**src/sv/dhm_pkg.sv**
```systemverilog
package dhm_pkg;

  localparam int unsigned DHM_CHANNELS    = 512;
  localparam int unsigned DHM_CH_W        = 9;
  localparam int unsigned DHM_LEVEL_W     = 8;
  localparam int unsigned DHM_MASTER_W    = 9;
  localparam int unsigned DHM_DATA_W      = 24;
  localparam int unsigned DHM_QUEUE_DEPTH = 2;

  // one closed channel: index and its master-scaled merged level
  typedef struct packed {
    logic [DHM_CH_W-1:0]    ch;
    logic [DHM_LEVEL_W-1:0] level;
  } dhm_item_t;

  // back-end status seen by the front end
  typedef struct packed {
    logic clearing;
  } dhm_status_t;

endpackage

```
**src/sv/dhm_queue.sv**
```systemverilog
module dhm_queue (
  input  logic               clk_i,
  input  logic               rst_ni,
  input  logic               push_i,
  input  dhm_pkg::dhm_item_t item_i,
  output logic               full_o,
  input  logic               pop_i,
  output logic               valid_o,
  output dhm_pkg::dhm_item_t item_o
);
  import dhm_pkg::*;

  localparam int unsigned PtrW = (DHM_QUEUE_DEPTH > 1) ? $clog2(DHM_QUEUE_DEPTH) : 1;
  localparam int unsigned CntW = $clog2(DHM_QUEUE_DEPTH + 1);

  dhm_item_t        entry_q [DHM_QUEUE_DEPTH];
  logic [PtrW-1:0]  wptr_q, wptr_d, rptr_q, rptr_d;
  logic [CntW-1:0]  cnt_q, cnt_d;
  logic             do_push, do_pop;

  assign full_o  = cnt_q == CntW'(DHM_QUEUE_DEPTH);
  assign valid_o = cnt_q != '0;
  assign item_o  = entry_q[rptr_q];
  assign do_push = push_i && !full_o;
  assign do_pop  = pop_i && valid_o;

  always_comb begin
    wptr_d = wptr_q;
    rptr_d = rptr_q;
    cnt_d  = cnt_q;
    if (do_push) begin
      wptr_d = (wptr_q == PtrW'(DHM_QUEUE_DEPTH - 1)) ? '0 : wptr_q + 1'b1;
    end
    if (do_pop) begin
      rptr_d = (rptr_q == PtrW'(DHM_QUEUE_DEPTH - 1)) ? '0 : rptr_q + 1'b1;
    end
    if (do_push && !do_pop) begin
      cnt_d = cnt_q + 1'b1;
    end else if (!do_push && do_pop) begin
      cnt_d = cnt_q - 1'b1;
    end
  end

  always_ff @(posedge clk_i) begin
    if (do_push) begin
      entry_q[wptr_q] <= item_i;
    end
  end

  always_ff @(posedge clk_i or negedge rst_ni) begin
    if (!rst_ni) begin
      wptr_q <= '0;
      rptr_q <= '0;
      cnt_q  <= '0;
    end else begin
      wptr_q <= wptr_d;
      rptr_q <= rptr_d;
      cnt_q  <= cnt_d;
    end
  end

endmodule

```
**config.mk**
```make
export PLATFORM = sky130hd
export DESIGN_NAME = dhm_queue
export DESIGN_NICKNAME = d
export VERILOG_FILES = /design/src/sv/dhm_pkg.sv /design/src/sv/dhm_queue.sv
export SDC_FILE = /design/constraint.sdc
export NUM_CORES = 1
export LEC_CHECK = 0
export CELL_PAD_IN_SITES_DETAIL_PLACEMENT = 1
export CELL_PAD_IN_SITES_GLOBAL_PLACEMENT = 1
export CORE_ASPECT_RATIO = 1.1
export CORE_MARGIN = 2
export CORE_UTILIZATION = 42
export CTS_CLUSTER_SIZE = 24
export DETAILED_ROUTE_END_ITERATION = 16
export DONT_BUFFER_PORTS = 1
export GPL_ROUTABILITY_DRIVEN = 0
export MAX_ROUTING_LAYER = met4
export PLACE_DENSITY = 0.64
export SYNTH_ARGS = -nofsm -noshare
export SYNTH_HDL_FRONTEND = slang
export SYNTH_SLANG_ARGS = --single-unit
```
**constraint.sdc**
```tcl
create_clock -name clk_i -period 2.9 [get_ports clk_i]
set_input_delay 0.58 -clock clk_i [delete_from_list [all_inputs] [get_ports clk_i]]
set_output_delay 0.58 -clock clk_i [all_outputs]
set_load 0.1 [all_outputs]
```
==> summary.md <==
| Metric | Value |
|---|---|
| Outcome | `completed` |
| Max Freq | `460 MHz` |
| Setup Fix Bufs, Post-CTS | `0` |
| Slew Viols, Final | `0` |
| Period Utilization, post-route | `0.749` |
| Min-Delay Path Class | `in -> reg` |
| Area grow syn2layout | `7.62%` |
| Cts repair resizes | `0` |
| Critical Path Fanout Max | `17` |
| Max Cap Violations | `0` |
| Synth Instances | `72` |
| Asr flop ratio synth | `0.105` |
| Primary FF master, synth | `edfxtp_1` |
| Dominant cell type by area after synthesis | `edfxtp_1` |
| Top-count cell post-synth | `edfxtp_1` |
| Pin count of the biggest net entering global routing | `18` |
| Vias in the first global route | `706` |
| Worst path bufs/invs | `1` |
| Netlist cell types | `16` |
| CTS tree | `yes` |
| First-pass GRT wire length | `3390 um` |
| Hold depth | `0` |
| Drt first pass iters | `4` |
| Minimum clock period | `2.17 ns` |
| Highest cell delay on the worst timing path | `0.60 ns` |
| CP Capture Type | `output port` |
| Remaining Overflow, GRT | `0` |
| Share of cells above drive strength 1 | `0.329` |
| CP delay by family, top | `multiplexers` |
| Iteration-0 DRC Markers | `9` |
| Die X | `60.6 um` |
| Hold Violations, Final | `0` |
| Slew @ Worst Pin | `0.819 ns` |
| Worst-skew pair later-pin latency | `0.33 ns` |
| Crit path arrival time | `1.59 ns` |
| Vias | `610` |
| Nets | `103` |
| Multi-input logic area | `320 um2` |
| Routed WL | `2240 um` |
| Fillers | `326` |
| Slew headroom | `0.454` |
| Flip-flop and latch area | `0.00112 mm2` |
| Avg WL per Cell | `17.2 um` |
| Initial antenna violation count | `0` |
| Post-synthesis sequential area ratio | `0.759` |
| Post-Syn Area | `0.00148 mm2` |
| Synth top cells by count | `34 x edfxtp_1, 9 x mux2_4, 8 x mux2_2` |
| Number of synthesized register bits | `38` |
| RSZ-0062 raised after global routing | `false` |
| Clk root buf | `clkbuf_4` |
| Die area | `0.00401 mm2` |
| Fin Clk Skew | `0.00978 ns` |
| Crit path kind | `reg -> out` |
| CTS Sinks | `38` |
| Crit path cell chain | `buf_4 -> mux2_2` |
| Levels on crit path | `2` |
| Final HPWL DP | `1530 um` |
| Gr usage total | `0.130` |
| Die Ht | `66.2 um` |
| CP startpoint kind | `register` |
| # rows | `22` |
| Cts bufs inserted | `5` |
| Critical path's slowest cell | `mux2_2` |
| # IOs | `40` |
| Clk slew on worst S/H paths | `0.11 ns` |
| Ys Warns | `0` |
| Setup_tns | `0 ns` |
| CTS Buffer Depth | `2` |
| Starting Density | `0.440` |
| Worst Path Required | `2.32 ns` |
| Syn nets | `94` |
| Antenna fix cells | `0` |
| H-tree levels | `2` |
| Residual DRC | `0` |
| Register-to-Register Path Depth | `6` |
| Number of port buffers | `0` |
| Syn Area/Cell | `20.5 um2` |
| Post-route ant nets | `0` |
| Top cells by area, synth | `edfxtp_1 69%, mux2_4 9.1%, dfrtp_1 6.8%` |
| Post-synth top area share | `0.691` |
| Routed vias/inst | `4.69` |
| Post-synth EDFFs | `34` |
| Setup violations, final | `0` |
| Core Area | `0.00336 mm2` |
[per-stage QoR]
step / setup slack, ns / utilization / hold WS, ns / area (um2) / cells
after floorplan: 0.960 / - / 0.284 / 1480 / 72
after global placement: 1.09 / 0.456 / 0.285 / 1530 / 121
after detailed placement: 1.07 / 0.456 / 0.285 / 1530 / 121
after CTS: 0.686 / 0.474 / 0.318 / 1590 / 130
after global routing: 0.634 / 0.474 / 0.307 / 1590 / 130
final: 0.727 / 0.474 / 0.335 / 1590 / 130
[kinds of logic after synthesis]
| kind of cell | Yosys count | synth area share |
|---|---|---|
| XOR/XNOR | 5 | 0.0296 |
| multiplexers | 17 | 0.152 |
| AND/OR/NAND/NOR | 7 | 0.0246 |
| flip-flops | 38 | 0.759 |
| adder cells (fa/ha/maj) | 1 | 0.00847 |
| buffers and inverters | 4 | 0.0263 |
[layout by cell type, fill, tap and decap left out, types with 2 or more instances in the layout]
master / instances
clkbuf_1: 2
buf_4: 3
xnor2_1: 3
dfrtp_1: 4
edfxtp_1: 34
clkbuf_4: 5
mux2_2: 8
xor2_1: 2
mux2_4: 9
inv_1: 2
[cell type report]
cell class | instances | area share
clock buffer | 7 | 0.0283
clock inverter | 1 | 0.00236
inverter | 2 | 0.00472
multi-input combinational | 30 | 0.201
sequential | 38 | 0.705
tap | 48 | 0.0378
timing repair buffer | 4 | 0.0205
[path summary, 6_finish.rpt]
kind | start | to | slack (ns)
min in group asynchronous | rst_ni | wptr_q$_DFFE_PN0N_ | 0.51
max in group asynchronous | rst_ni | cnt_q[1]$_DFFE_PN0P_ | 2.21
min | item_i[13] | entry_q[1][13]$_DFFE_PP_ | 0.33
max | rptr_q$_DFFE_PN0P_ | item_o[1] | 0.73
max reg2reg | cnt_q[0]$_DFFE_PN0P_ | cnt_q[1]$_DFFE_PN0P_ | 1.23
min reg2reg | rptr_q$_DFFE_PN0P_ | rptr_q$_DFFE_PN0P_ | 0.49
[sequential cells by signal, summed over array words and instances (netlist names)]
name / flops
wptr_q: 1
rptr_q: 1
cnt_q: 2
entry_q: 34
[what timing repair did]
action / CTS / global route
hold buffers: 1 / 0
endpoints found under the setup margin: 0 / 0
hold endpoints to repair: 4 / 0
[per-layer routing]
| metal | track usage | vias up | routed length [um] |
|---|---|---|---|
| li1 | - | 284 | - |
| met1 | 0.112 | 295 | 769 |
| met2 | 0.227 | 26 | 1210 |
| met3 | 0.0685 | 5 | 209 |
| met4 | 0.0571 | 0 | 51 |
| met5 | - | - | 0 |
Power is left out: the tool's default activity adds up to more than one toggle a clock period on the data nets, which glitch-free logic cannot reach.
