File: src/sv/dhm_pkg.sv
package dhm_pkg;

  localparam int unsigned DHM_CHANNELS    = 512;
  localparam int unsigned DHM_CH_W        = 9;
  localparam int unsigned DHM_LEVEL_W     = 8;
  localparam int unsigned DHM_MASTER_W    = 9;
  localparam int unsigned DHM_DATA_W      = 24;
  localparam int unsigned DHM_QUEUE_DEPTH = 2;

  // one closed channel: index and its master-scaled merged level
  typedef struct packed {
    logic [DHM_CH_W-1:0]    ch;
    logic [DHM_LEVEL_W-1:0] level;
  } dhm_item_t;

  // back-end status seen by the front end
  typedef struct packed {
    logic clearing;
  } dhm_status_t;

endpackage

File: src/sv/dhm_front.sv
module dhm_front #(
  parameter int unsigned CHANNELS = dhm_pkg::DHM_CHANNELS
) (
  input  logic                              clk_i,
  input  logic                              rst_ni,
  input  logic                              valid_i,
  output logic                              ready_o,
  input  logic [dhm_pkg::DHM_CH_W-1:0]      ch_i,
  input  logic [dhm_pkg::DHM_LEVEL_W-1:0]   level_i,
  input  logic                              last_i,
  input  logic                              cfg_we_i,
  input  logic [dhm_pkg::DHM_MASTER_W-1:0]  cfg_wdata_i,
  input  dhm_pkg::dhm_status_t              status_i,
  input  logic                              q_full_i,
  output logic                              push_o,
  output dhm_pkg::dhm_item_t                item_o
);
  import dhm_pkg::*;

  localparam int unsigned ProdW = DHM_LEVEL_W + DHM_MASTER_W;

  logic [DHM_MASTER_W-1:0] master_q, master_d;
  logic [DHM_LEVEL_W-1:0]  rmax_q, rmax_d;
  logic                    accept, in_range;
  logic [DHM_LEVEL_W-1:0]  cand;
  logic [ProdW-1:0]        prod;
  logic [DHM_MASTER_W-1:0] scaled;

  assign ready_o  = !status_i.clearing && !q_full_i;
  assign accept   = valid_i && ready_o;
  assign in_range = {1'b0, ch_i} < (DHM_CH_W + 1)'(CHANNELS);

  // htp: highest level of the group wins, out-of-range tags never count
  assign cand   = (in_range && (level_i > rmax_q)) ? level_i : rmax_q;
  assign prod   = ProdW'(cand) * ProdW'(master_q);
  assign scaled = prod[ProdW-1:DHM_LEVEL_W];

  assign push_o       = accept && last_i && in_range;
  assign item_o.ch    = ch_i;
  assign item_o.level = scaled[DHM_MASTER_W-1] ? {DHM_LEVEL_W{1'b1}}
                                               : scaled[DHM_LEVEL_W-1:0];

  always_comb begin
    master_d = cfg_we_i ? cfg_wdata_i : master_q;
    rmax_d   = rmax_q;
    if (accept) begin
      rmax_d = last_i ? '0 : cand;
    end
  end

  always_ff @(posedge clk_i or negedge rst_ni) begin
    if (!rst_ni) begin
      master_q <= '0;
      rmax_q   <= '0;
    end else begin
      master_q <= master_d;
      rmax_q   <= rmax_d;
    end
  end

endmodule

File: config.mk
export PLATFORM = sky130hd
export DESIGN_NAME = dhm_front
export DESIGN_NICKNAME = d
export VERILOG_FILES = /design/src/sv/dhm_pkg.sv /design/src/sv/dhm_front.sv
export SDC_FILE = /design/constraint.sdc
export NUM_CORES = 1
export LEC_CHECK = 0
export BUFFER_PORTS_ARGS = -buffer_cell sky130_fd_sc_hd__buf_2
export CORE_MARGIN = 2
export CORE_UTILIZATION = 40
export CTS_CLUSTER_SIZE = 20
export DETAILED_ROUTE_END_ITERATION = 8
export PLACE_DENSITY = 0.67
export SLEW_MARGIN = 20
export SYNTH_ARGS = -nofsm -noshare
export SYNTH_HDL_FRONTEND = slang
export SYNTH_SLANG_ARGS = --single-unit
File: constraint.sdc
create_clock -name clk_i -period 11.8 [get_ports clk_i]
set_clock_uncertainty 0.1 [all_clocks]
set_input_delay 2.36 -clock clk_i [delete_from_list [all_inputs] [get_ports clk_i]]
set_output_delay 2.36 -clock clk_i [all_outputs]
set_load 0.01 [all_outputs]
==> reports/results.tsv <==
metric	value	unit
power_frac_seq	8.9	%
syn-mean-instance-area	9.23	µm²
n_antenna_cell	0	
clk_transition_reported_paths	60	ps
syn_nets	469	
timing.max_cap.violations	0	
cts_sink_cnt	17	
timing.final.max_slew_violations	0	
timing.max_slew.rel_slack	53.7	%
maxUsedRoutingLayer	met4	
max-vdd-ir-drop	0.000135	V
antenna_found_initial	0	
design.final.nets	504	
floorplan.die.height	94.3	µm
finalWeightedCongestion	0.811	
power.share.switching	51.5	%
clock_tree.root_cell	sky130_fd_sc_hd__clkbuf_8	
clock.fmax	89.6	MHz
dieArea	0.00889	mm²
power.density	247	mW/mm²
final-instance-count-excl-fill	489	
post-cts-setup-buffer-count	0	
post_route_cells_drive_above_1_share	15.8	%
timing.hold.worst.class	reg -> reg	
grt.total_usage	16.2	%
synth-main-ff-cell	sky130_fd_sc_hd__dfrtp_1	
htreeDepth	1	
flip_flop_and_latch_count_after_synthesis	17	
avgViaCountPerCell	5.13	
worstSkewPairLatency	250	ps
synth.yosys.warnings	0	
number_of_filler_instances_in_the_final_layout	790	
synth-edff-count	0	
number_of_global_route_vias_before_repair	2563	
wl_met3	178	µm
number_of_endpoints_failing_setup_at_the_final_stage	0	
synth_async_sr_flop_share	100	%
detail-route-antenna-nets	0	
finalHoldViolCount	0	
worst_ep_required_time	9340	ps
met2WireLength	3.48	mm
clock_path_buffers	2	
power.net_switching	0.000456	W
avgRoutedWirePerCell	13.9	µm
cts_repair_resizes	0	
die_w	94.3	µm
rsz0062_at_grt	no	
final_setup_tns	0	ps
status	finished, final reports clean	
timing.critical_path.fanout_max	8	
placementRows	32	
hold_bufs_at_cts	0	
ios	52	
overflow	0	
max_slew.worst_pin.slew	690	ps
timing.setup.critical_path_class	in -> out	
clock_power_share	4.7	%
design.core.area	0.00781	mm²
post_synth_instance_area	0.00326	mm²
placedCellCount	485	
numCtsBuffers	3	
vias	2507	
static-leakage-power	1.84	nW
final.min_clock_period	11170	ps
detail_route.first_pass.iterations	4	
synth_cell_types	40	
final_total_pwr	0.000886	W
drc_errors	0	
post_synth_inst_count	353	
tritoncts	built	
grt_pass1_wl	11.6	mm
finalHoldWorstSlack	419	ps
worstSetupStartpointType	input pin	
initial_core_util	41.7	%
layout_common_cells	61 x sky130_fd_sc_hd__nor2b_1, 53 x sky130_fd_sc_hd__inv_1, 42 x sky130_fd_sc_hd__ha_1	
internal_power	0.000429	W
drt_first_iter_violations	77	
cp.arrival	8710	ps
detail_route.wirelength	6.80	mm
flow.area_growth_from_synthesis	9.90	%
io_buffers	33	
p_comb_share	86.4	%
met1Wirelength	3.10	mm
synth.yosys.seq_area_share	13.1	%
grt_start_max_net_pins	18	
most_common_cell_after_layout_fill_and_taps_aside	sky130_fd_sc_hd__nor2b_1	
crit_path_end_kind	output pin	
hpwl	5.75	mm
post-route-period-util	94.6	%
## metrics by stage
step / area [µm²] / setup slack (ps) / utilization, %
6_report: 3580 / 635 / 45.9
5_1_grt: 3580 / 211 / 45.9
4_1_cts: 3580 / 628 / 45.9
3_5_place_dp: 3540 / 645 / 45.3
3_3_place_gp: 3540 / 876 / 45.3
2_1_floorplan: 3260 / 1320 / -
## critical path, cell delays in order
cell                        delay, ps
sky130_fd_sc_hd__buf_2            110
sky130_fd_sc_hd__ha_1             310
sky130_fd_sc_hd__nand2_1           90
sky130_fd_sc_hd__nor2_1           170
sky130_fd_sc_hd__o21ai_0          180
sky130_fd_sc_hd__a21oi_2          510
sky130_fd_sc_hd__mux2i_1          550
sky130_fd_sc_hd__nand2b_1         200
sky130_fd_sc_hd__fa_1             440
sky130_fd_sc_hd__fa_1             490
sky130_fd_sc_hd__inv_1             50
sky130_fd_sc_hd__fa_1             500
sky130_fd_sc_hd__fa_1             490
sky130_fd_sc_hd__ha_1             330
sky130_fd_sc_hd__a2111oi_2        370
sky130_fd_sc_hd__o31ai_1          140
sky130_fd_sc_hd__a211oi_2         220
sky130_fd_sc_hd__a21oi_2          130
sky130_fd_sc_hd__o211ai_2         250
sky130_fd_sc_hd__a21oi_1          110
sky130_fd_sc_hd__a31oi_1          370
sky130_fd_sc_hd__o211ai_1         150
sky130_fd_sc_hd__buf_2            170
## state kept, by name, summed over array words and instances, names as in the netlist
register,cells
master_q,9
rmax_q,8
## cell type report
class                   instances  area (µm²)  share of cell area (%)
flip-flops and latches         17         425                    11.9
clock buffers                   4        45.0                    1.26
well taps                     102         128                    3.56
multi-input cells             272        2560                    71.5
repair buffers                 41         225                    6.29
inverters                      53         199                    5.55
## final timing paths
kind / start / to / slack [ps] / cells past startpoint
hold / removal: rmax_q[4]$_DFFE_PN0P_ / rmax_q[4]$_DFFE_PN0P_ / 420 / 2
max in group asynchronous: rst_ni / master_q[6]$_DFFE_PN0P_ / 9410 / 1
hold reg to reg: rmax_q[4]$_DFFE_PN0P_ / rmax_q[4]$_DFFE_PN0P_ / 420 / 2
min in group asynchronous: rst_ni / rmax_q[2]$_DFFE_PN0P_ / 1930 / 1
setup / recovery: level_i[7] / item_o[2] / 630 / 23
setup reg to reg: rmax_q[1]$_DFFE_PN0P_ / rmax_q[3]$_DFFE_PN0P_ / 8960 / 9
## power groups by stage
stage / clock network [W] / logic, W / registers, W
3_5_place_dp: 0 / 0.000773 / 0.0000793
6_report: 0.0000420 / 0.000765 / 0.0000785
2_1_floorplan: 0 / 0.000577 / 0.0000739
5_1_grt: 0.0000462 / 0.000880 / 0.0000799
3_3_place_gp: 0 / 0.000768 / 0.0000790
4_1_cts: 0.0000429 / 0.000781 / 0.0000782
## logic make-up (layout without fill, tap and decap cells)
kind of cell,count (synthesis),count (layout),synth area share [%]
AOI/OAI and AO/OA,41,41,8.41
xor gates and xnor gates,6,6,1.61
adders and majority gates,83,83,41.3
buffers and inverters,64,98,8.41
DFF,17,17,13.1
muxes,18,18,5.87
and+or+nand+nor,124,124,21.3
## routing by layer
layer	up-vias	GRT usage (%)
li1	1207	-
met1	1248	22.5
met2	48	28.2
met3	4	1.69
met4	0	1.69
met5	-	0
## synth_stat cells (3+ instances only)
library cell | number | area (µm²)
sky130_fd_sc_hd__nor2b_1 | 61 | 382
sky130_fd_sc_hd__inv_1 | 53 | 199
sky130_fd_sc_hd__ha_1 | 42 | 526
sky130_fd_sc_hd__fa_1 | 41 | 821
sky130_fd_sc_hd__nand2_1 | 19 | 71.3
sky130_fd_sc_hd__dfrtp_1 | 17 | 425
sky130_fd_sc_hd__o21ai_0 | 14 | 70.1
sky130_fd_sc_hd__nand2b_1 | 11 | 68.8
sky130_fd_sc_hd__nor2_1 | 11 | 41.3
sky130_fd_sc_hd__buf_4 | 9 | 67.6
sky130_fd_sc_hd__mux2_2 | 9 | 101
sky130_fd_sc_hd__mux2i_1 | 9 | 90.1
sky130_fd_sc_hd__a21oi_1 | 8 | 40.0
sky130_fd_sc_hd__nand3_1 | 6 | 30.0
sky130_fd_sc_hd__xor2_1 | 4 | 35.0
sky130_fd_sc_hd__nand4_1 | 3 | 18.8
sky130_fd_sc_hd__nor3_1 | 3 | 15.0
(Power assumes the default switching activity.)
