==> src/sv/dhm_pkg.sv <==
package dhm_pkg;

  localparam int unsigned DHM_CHANNELS    = 512;
  localparam int unsigned DHM_CH_W        = 9;
  localparam int unsigned DHM_LEVEL_W     = 8;
  localparam int unsigned DHM_MASTER_W    = 9;
  localparam int unsigned DHM_DATA_W      = 24;
  localparam int unsigned DHM_QUEUE_DEPTH = 2;

  // one closed channel: index and its master-scaled merged level
  typedef struct packed {
    logic [DHM_CH_W-1:0]    ch;
    logic [DHM_LEVEL_W-1:0] level;
  } dhm_item_t;

  // back-end status seen by the front end
  typedef struct packed {
    logic clearing;
  } dhm_status_t;

endpackage

==> src/sv/dhm_ram.sv <==
module dhm_ram #(
  parameter int unsigned WIDTH = 8,
  parameter int unsigned DEPTH = 512
) (
  input  logic                                     clk_i,
  input  logic                                     we_i,
  input  logic [((DEPTH > 1) ? $clog2(DEPTH) : 1)-1:0] waddr_i,
  input  logic [WIDTH-1:0]                         wdata_i,
  input  logic                                     re_i,
  input  logic [((DEPTH > 1) ? $clog2(DEPTH) : 1)-1:0] raddr_i,
  output logic [WIDTH-1:0]                         rdata_o
);

  logic [WIDTH-1:0] mem_q [DEPTH];
  logic [WIDTH-1:0] rdata_q;

  always_ff @(posedge clk_i) begin
    if (we_i) begin
      mem_q[waddr_i] <= wdata_i;
    end
    if (re_i) begin
      rdata_q <= mem_q[raddr_i];
    end
  end

  assign rdata_o = rdata_q;

endmodule

==> src/sv/dhm_back.sv <==
module dhm_back #(
  parameter int unsigned CHANNELS = dhm_pkg::DHM_CHANNELS
) (
  input  logic                            clk_i,
  input  logic                            rst_ni,
  input  logic                            q_valid_i,
  input  dhm_pkg::dhm_item_t              q_item_i,
  output logic                            pop_o,
  output dhm_pkg::dhm_status_t            status_o,
  output logic                            out_valid_o,
  input  logic                            out_ready_i,
  output logic [dhm_pkg::DHM_CH_W-1:0]    out_ch_o,
  output logic [dhm_pkg::DHM_LEVEL_W-1:0] out_level_o
);
  import dhm_pkg::*;

  localparam int unsigned AddrW = (CHANNELS > 1) ? $clog2(CHANNELS) : 1;

  logic                   clear_q, clear_d;
  logic [AddrW-1:0]       ccnt_q, ccnt_d;
  logic                   s1_valid_q, s1_valid_d;
  dhm_item_t              s1_item_q;
  logic                   fwd_valid_q, fwd_valid_d;
  dhm_item_t              fwd_item_q;
  logic                   out_valid_q, out_valid_d;
  dhm_item_t              out_item_q;
  logic [DHM_LEVEL_W-1:0] rd_data, prev_level;
  logic                   changed, out_free, s1_done, pop;
  logic                   ram_we;
  logic [AddrW-1:0]       ram_waddr;
  logic [DHM_LEVEL_W-1:0] ram_wdata;

  dhm_ram #(
    .WIDTH (DHM_LEVEL_W),
    .DEPTH (CHANNELS)
  ) u_sent (
    .clk_i   (clk_i),
    .we_i    (ram_we),
    .waddr_i (ram_waddr),
    .wdata_i (ram_wdata),
    .re_i    (pop),
    .raddr_i (q_item_i.ch[AddrW-1:0]),
    .rdata_o (rd_data)
  );

  // the item finished in the cycle of the read is not in the table yet
  assign prev_level = (fwd_valid_q && (fwd_item_q.ch == s1_item_q.ch)) ? fwd_item_q.level
                                                                       : rd_data;
  assign changed  = prev_level != s1_item_q.level;
  assign out_free = !out_valid_q || out_ready_i;
  assign s1_done  = s1_valid_q && out_free;
  assign pop      = q_valid_i && (!s1_valid_q || s1_done);
  assign pop_o    = pop;

  assign ram_we    = clear_q || (s1_done && changed);
  assign ram_waddr = clear_q ? ccnt_q : s1_item_q.ch[AddrW-1:0];
  assign ram_wdata = clear_q ? '0 : s1_item_q.level;

  assign status_o.clearing = clear_q;
  assign out_valid_o       = out_valid_q;
  assign out_ch_o          = out_item_q.ch;
  assign out_level_o       = out_item_q.level;

  always_comb begin
    clear_d     = clear_q;
    ccnt_d      = ccnt_q;
    s1_valid_d  = s1_valid_q;
    fwd_valid_d = fwd_valid_q;
    out_valid_d = out_valid_q;
    if (clear_q) begin
      ccnt_d = ccnt_q + 1'b1;
      if (ccnt_q == AddrW'(CHANNELS - 1)) begin
        clear_d = 1'b0;
      end
    end
    if (pop) begin
      s1_valid_d  = 1'b1;
      fwd_valid_d = s1_done;
    end else if (s1_done) begin
      s1_valid_d = 1'b0;
    end
    if (s1_done && changed) begin
      out_valid_d = 1'b1;
    end else if (out_ready_i) begin
      out_valid_d = 1'b0;
    end
  end

  always_ff @(posedge clk_i) begin
    if (pop) begin
      s1_item_q  <= q_item_i;
      fwd_item_q <= s1_item_q;
    end
    if (s1_done && changed) begin
      out_item_q <= s1_item_q;
    end
  end

  always_ff @(posedge clk_i or negedge rst_ni) begin
    if (!rst_ni) begin
      clear_q     <= 1'b1;
      ccnt_q      <= '0;
      s1_valid_q  <= 1'b0;
      fwd_valid_q <= 1'b0;
      out_valid_q <= 1'b0;
    end else begin
      clear_q     <= clear_d;
      ccnt_q      <= ccnt_d;
      s1_valid_q  <= s1_valid_d;
      fwd_valid_q <= fwd_valid_d;
      out_valid_q <= out_valid_d;
    end
  end

endmodule

==> config.mk <==
export PLATFORM = sky130hd
export DESIGN_NAME = dhm_back
export DESIGN_NICKNAME = d
export VERILOG_FILES = /design/src/sv/dhm_pkg.sv /design/src/sv/dhm_ram.sv /design/src/sv/dhm_back.sv
export SDC_FILE = /design/constraint.sdc
export NUM_CORES = 2
export LEC_CHECK = 0
export BUFFER_PORTS_ARGS = -buffer_cell sky130_fd_sc_hd__buf_2
export CORE_MARGIN = 2
export CORE_UTILIZATION = 57
export DETAILED_ROUTE_END_ITERATION = 7
export MAX_ROUTING_LAYER = met4
export PLACE_DENSITY = 0.75
export SLEW_MARGIN = 0
export SYNTH_ARGS = -nofsm -noshare
export SYNTH_HDL_FRONTEND = slang
export SYNTH_SLANG_ARGS = --single-unit
==> constraint.sdc <==
create_clock -name clk_i -period 16.27 [get_ports clk_i]
set_input_delay 0 -clock clk_i [delete_from_list [all_inputs] [get_ports clk_i]]
set_output_delay 0 -clock clk_i [all_outputs]
set_load 0.01 [all_outputs]
==> metrics.yaml <==
outcome:
  status: "finished, final reports clean"
final_layout:
  multi_input_area_um2: 36500
  syn_to_final_growth_pct: 9.48
  finalNonFillerCells: 12700
  layout_common_cells: "edfxtp_1 (4,155), mux2i_1 (726), mux4_2 (673)"
  drive_gt1_share_pct: 17.0
  fillers: 18900
  nets: 8459
  final_common_cell: "edfxtp_1"
  regArea_um2: 125000
  fin_area_um2: 181000
power:
  p_sw_share_pct: 22.0
  irDropWorstVdd_mv: 0.110
  power.internal_w: 0.0173
  p_leak_nw: 56.8
  seqPwrFrac_pct: 53.5
  clockPowerShare_pct: 41.3
  switchingPower_w: 0.00490
  total_power_w: 0.0222
  comb_power_share_pct: 5.2
  power_density_nw_per_um2: 123
global_route:
  grt_max_degree: 246
  grt_overflow: 0
  first_global_vias: 87200
  grt_pass1_wl_mm: 613
  antenna_found_initial: 18
  grt_usage_pct: 29.5
critical_path:
  critical_path.top_delay_family: "buffers and inverters"
  cp.arrival_ns: 6.33
  crit_slowest_cell: "buf_4"
  crit_type: "flip-flop to flip-flop"
  r2r.worst_path.cells: 9
  cp.buffers_inverters: 2
  cp.required_ns: 16.82
  cpPeakStageDelay_ns: 1.01
  r2r-start: "s1_item_q[9]"
  start_kind: "flip-flop"
  crit_path_frequent_cell: "buf_4"
  r2r_end: "u_sent.mem_q[401][3]"
  r2r_slack_ns: 10.48
  timing.critical_path.cells: "xnor2_1, nand4_2, nor3_4, mux2i_1, o221ai_4, o21ai_4, buf_4, buf_4, a21oi_1"
  path_max_fanout: 46
  end_kind: "flip-flop"
yosys:
  synth_fp_nets: 8414
  synth_flop_cell: "edfxtp_1"
  netlist_instances: 8391
  ys_seq_area_share_pct: 75.5
  synthArstFlopShare_pct: 0.312
  synth_area_um2: 166000
  synth_edf_count: 4155
  yosys.cell_types.count: 82
  synth-seq-cells: 4168
  avgSynthCellArea_um2: 19.7
  ys_warn_count: 0
drt:
  drt-vias-per-instance: 6.99
  antenna_left: 0
  drt_iter0_markers: 14600
  wl_per_cell_um: 33.6
  drtPass1Iterations: 6
  vias: 88500
  routed_wl_mm: 425
  drc_errors: 0
floorplanning:
  ios: 41
  die_height_um: 543
  start_util_pct: 57.4
  die_w_um: 543
  std_cell_rows: 197
  coreArea_um2: 289000
  dieArea_um2: 295000
timing:
  finalHoldViolCount: 0
  setup_viol: 0
  layout_min_cycle_time_ns: 5.79
  fin_worst_skew_ns: 0.0901
  slew_viol_final: 0
  fmax_mhz: 173
  period_share_pct: 35.6
  rsz0062_at_grt: "false"
  slew_headroom_pct: 7.32
  worst_pin_slew_ns: 1.39
  finalHoldWorstSlack_ns: 0.00389
  tns_ns: 0
min_path:
  holdPathEnd: "s1_item_q[9]"
  hold_start: "q_item_i[9]"
  hold_depth: 2
  min_path_type: "primary input to flip-flop"
flow_run:
  cap_violations: 0
clock_network:
  path_clk_slew_ns: 0.06
  clock_sinks: 4168
  htree_levels: 5
  cts_tree: "done"
  insertion_delay_ns: 1.00
  clock_path_buffers: 4
  root_buffer: "clkbuf_16"
  cts.repair.resized: 0
  numCtsBuffers: 403
placement:
  gp_congestion: 0.933
  placed_cells: 11900
  place_area_um2: 168000
  hpwl_mm: 245
  portBuffers: 40
==> how the worst max path moves through the flow <==
| stage | endpoint | slack, ns | startpoint | cells past startpoint |
|---|---|---|---|---|
| after floorplan | u_sent.mem_q[0][4] | 0.10 | status_o | 5 |
| after CTS | u_sent.mem_q[57][0] | 10.72 | s1_item_q[9] | 9 |
| after detailed placement | u_sent.rdata_o[5] | 10.18 | q_item_i[8] | 11 |
| after global placement | u_sent.rdata_o[5] | 10.35 | q_item_i[8] | 12 |
| final | u_sent.mem_q[401][3] | 10.48 | s1_item_q[9] | 9 |
| after global routing | u_sent.mem_q[219][0] | 10.53 | s1_item_q[9] | 9 |
==> per-stage QoR <==
stage / setup slack, ns / util, %
2_1_floorplan: 0.104 / -
3_3_place_gp: 10.35 / 58.3
3_5_place_dp: 10.18 / 58.3
4_1_cts: 10.72 / 62.8
5_1_grt: 10.53 / 62.8
6_report: 10.48 / 62.8
==> per-layer routing <==
metal | track usage, % | vias up | share of wire (%)
met4 | 12.0 | 0 | 4.5
met3 | 7.28 | 1109 | 13
met5 | - | - | 0
met2 | 43.9 | 6737 | 47
li1 | - | 35300 | -
met1 | 39.4 | 45400 | 36
==> worst register-to-register path, stage by stage (launching register included) <==
cell	delay [ns]
edfxtp_1	0.49
xnor2_1	0.35
nand4_2	0.25
nor3_4	0.43
mux2i_1	0.40
o221ai_4	0.26
o21ai_4	0.55
buf_4	0.97
buf_4	1.08
a21oi_1	0.60
==> registers in the layout (all words and copies together) (netlist names) <==
signal,flops
u_sent.mem_q,4096
status_o,1
out_valid_o,1
out_ch_o,9
u_sent.rdata_o,8
out_level_o,8
fwd_valid_q,1
s1_item_q,17
ccnt_q,9
fwd_item_q,17
s1_valid_q,1
==> what timing repair did <==
item                                   in CTS  in global routing
setup buffers                               0                  0
hold buffers                               28                  0
endpoints found under the hold margin      89                  0
==> power groups by stage <==
stage / registers (W) / clock network, W / logic [W]
detailed placement: 0.0121 / 0 / 0.00113
finish: 0.0119 / 0.00918 / 0.00116
global route: 0.0119 / 0.00962 / 0.00120
floorplan: 0.0122 / 0 / 0.000718
global placement: 0.0121 / 0 / 0.00110
CTS: 0.0119 / 0.00922 / 0.00114
==> cells in the mapped netlist (94+ instances only) <==
library cell,number,area (µm²)
edfxtp_1,4155,125000
mux2i_1,726,7270
mux4_2,673,15200
a21oi_1,672,3360
o221ai_1,267,2340
clkbuf_1,227,852
o22ai_1,200,1250
nand2_1,197,739
nor3_1,158,791
nand3_1,121,606
buf_6,95,1070
buf_2,94,470
==> layout make-up <==
type | count | area share, %
flip-flops and latches | 4168 | 69.0
multi-input cells | 3626 | 20.1
clock buffers | 494 | 5.81
well taps | 3880 | 2.68
clock inverters | 244 | 1.32
repair buffers | 220 | 1.04
inverters | 17 | 0.0421
diodes | 12 | 0.0166
==> logic make-up after synthesis <==
kind of cell,after synthesis,synth area share [%]
AOI/OAI and AO/OA,1398,5.33
DFF,4168,75.5
muxes,1432,14.0
and+or+nand+nor,774,2.38
adders and majority gates,2,0.0151
buffers and inverters,597,2.63
xor gates and xnor gates,20,0.110
Note: power is estimated with default switching activity, not from simulation.
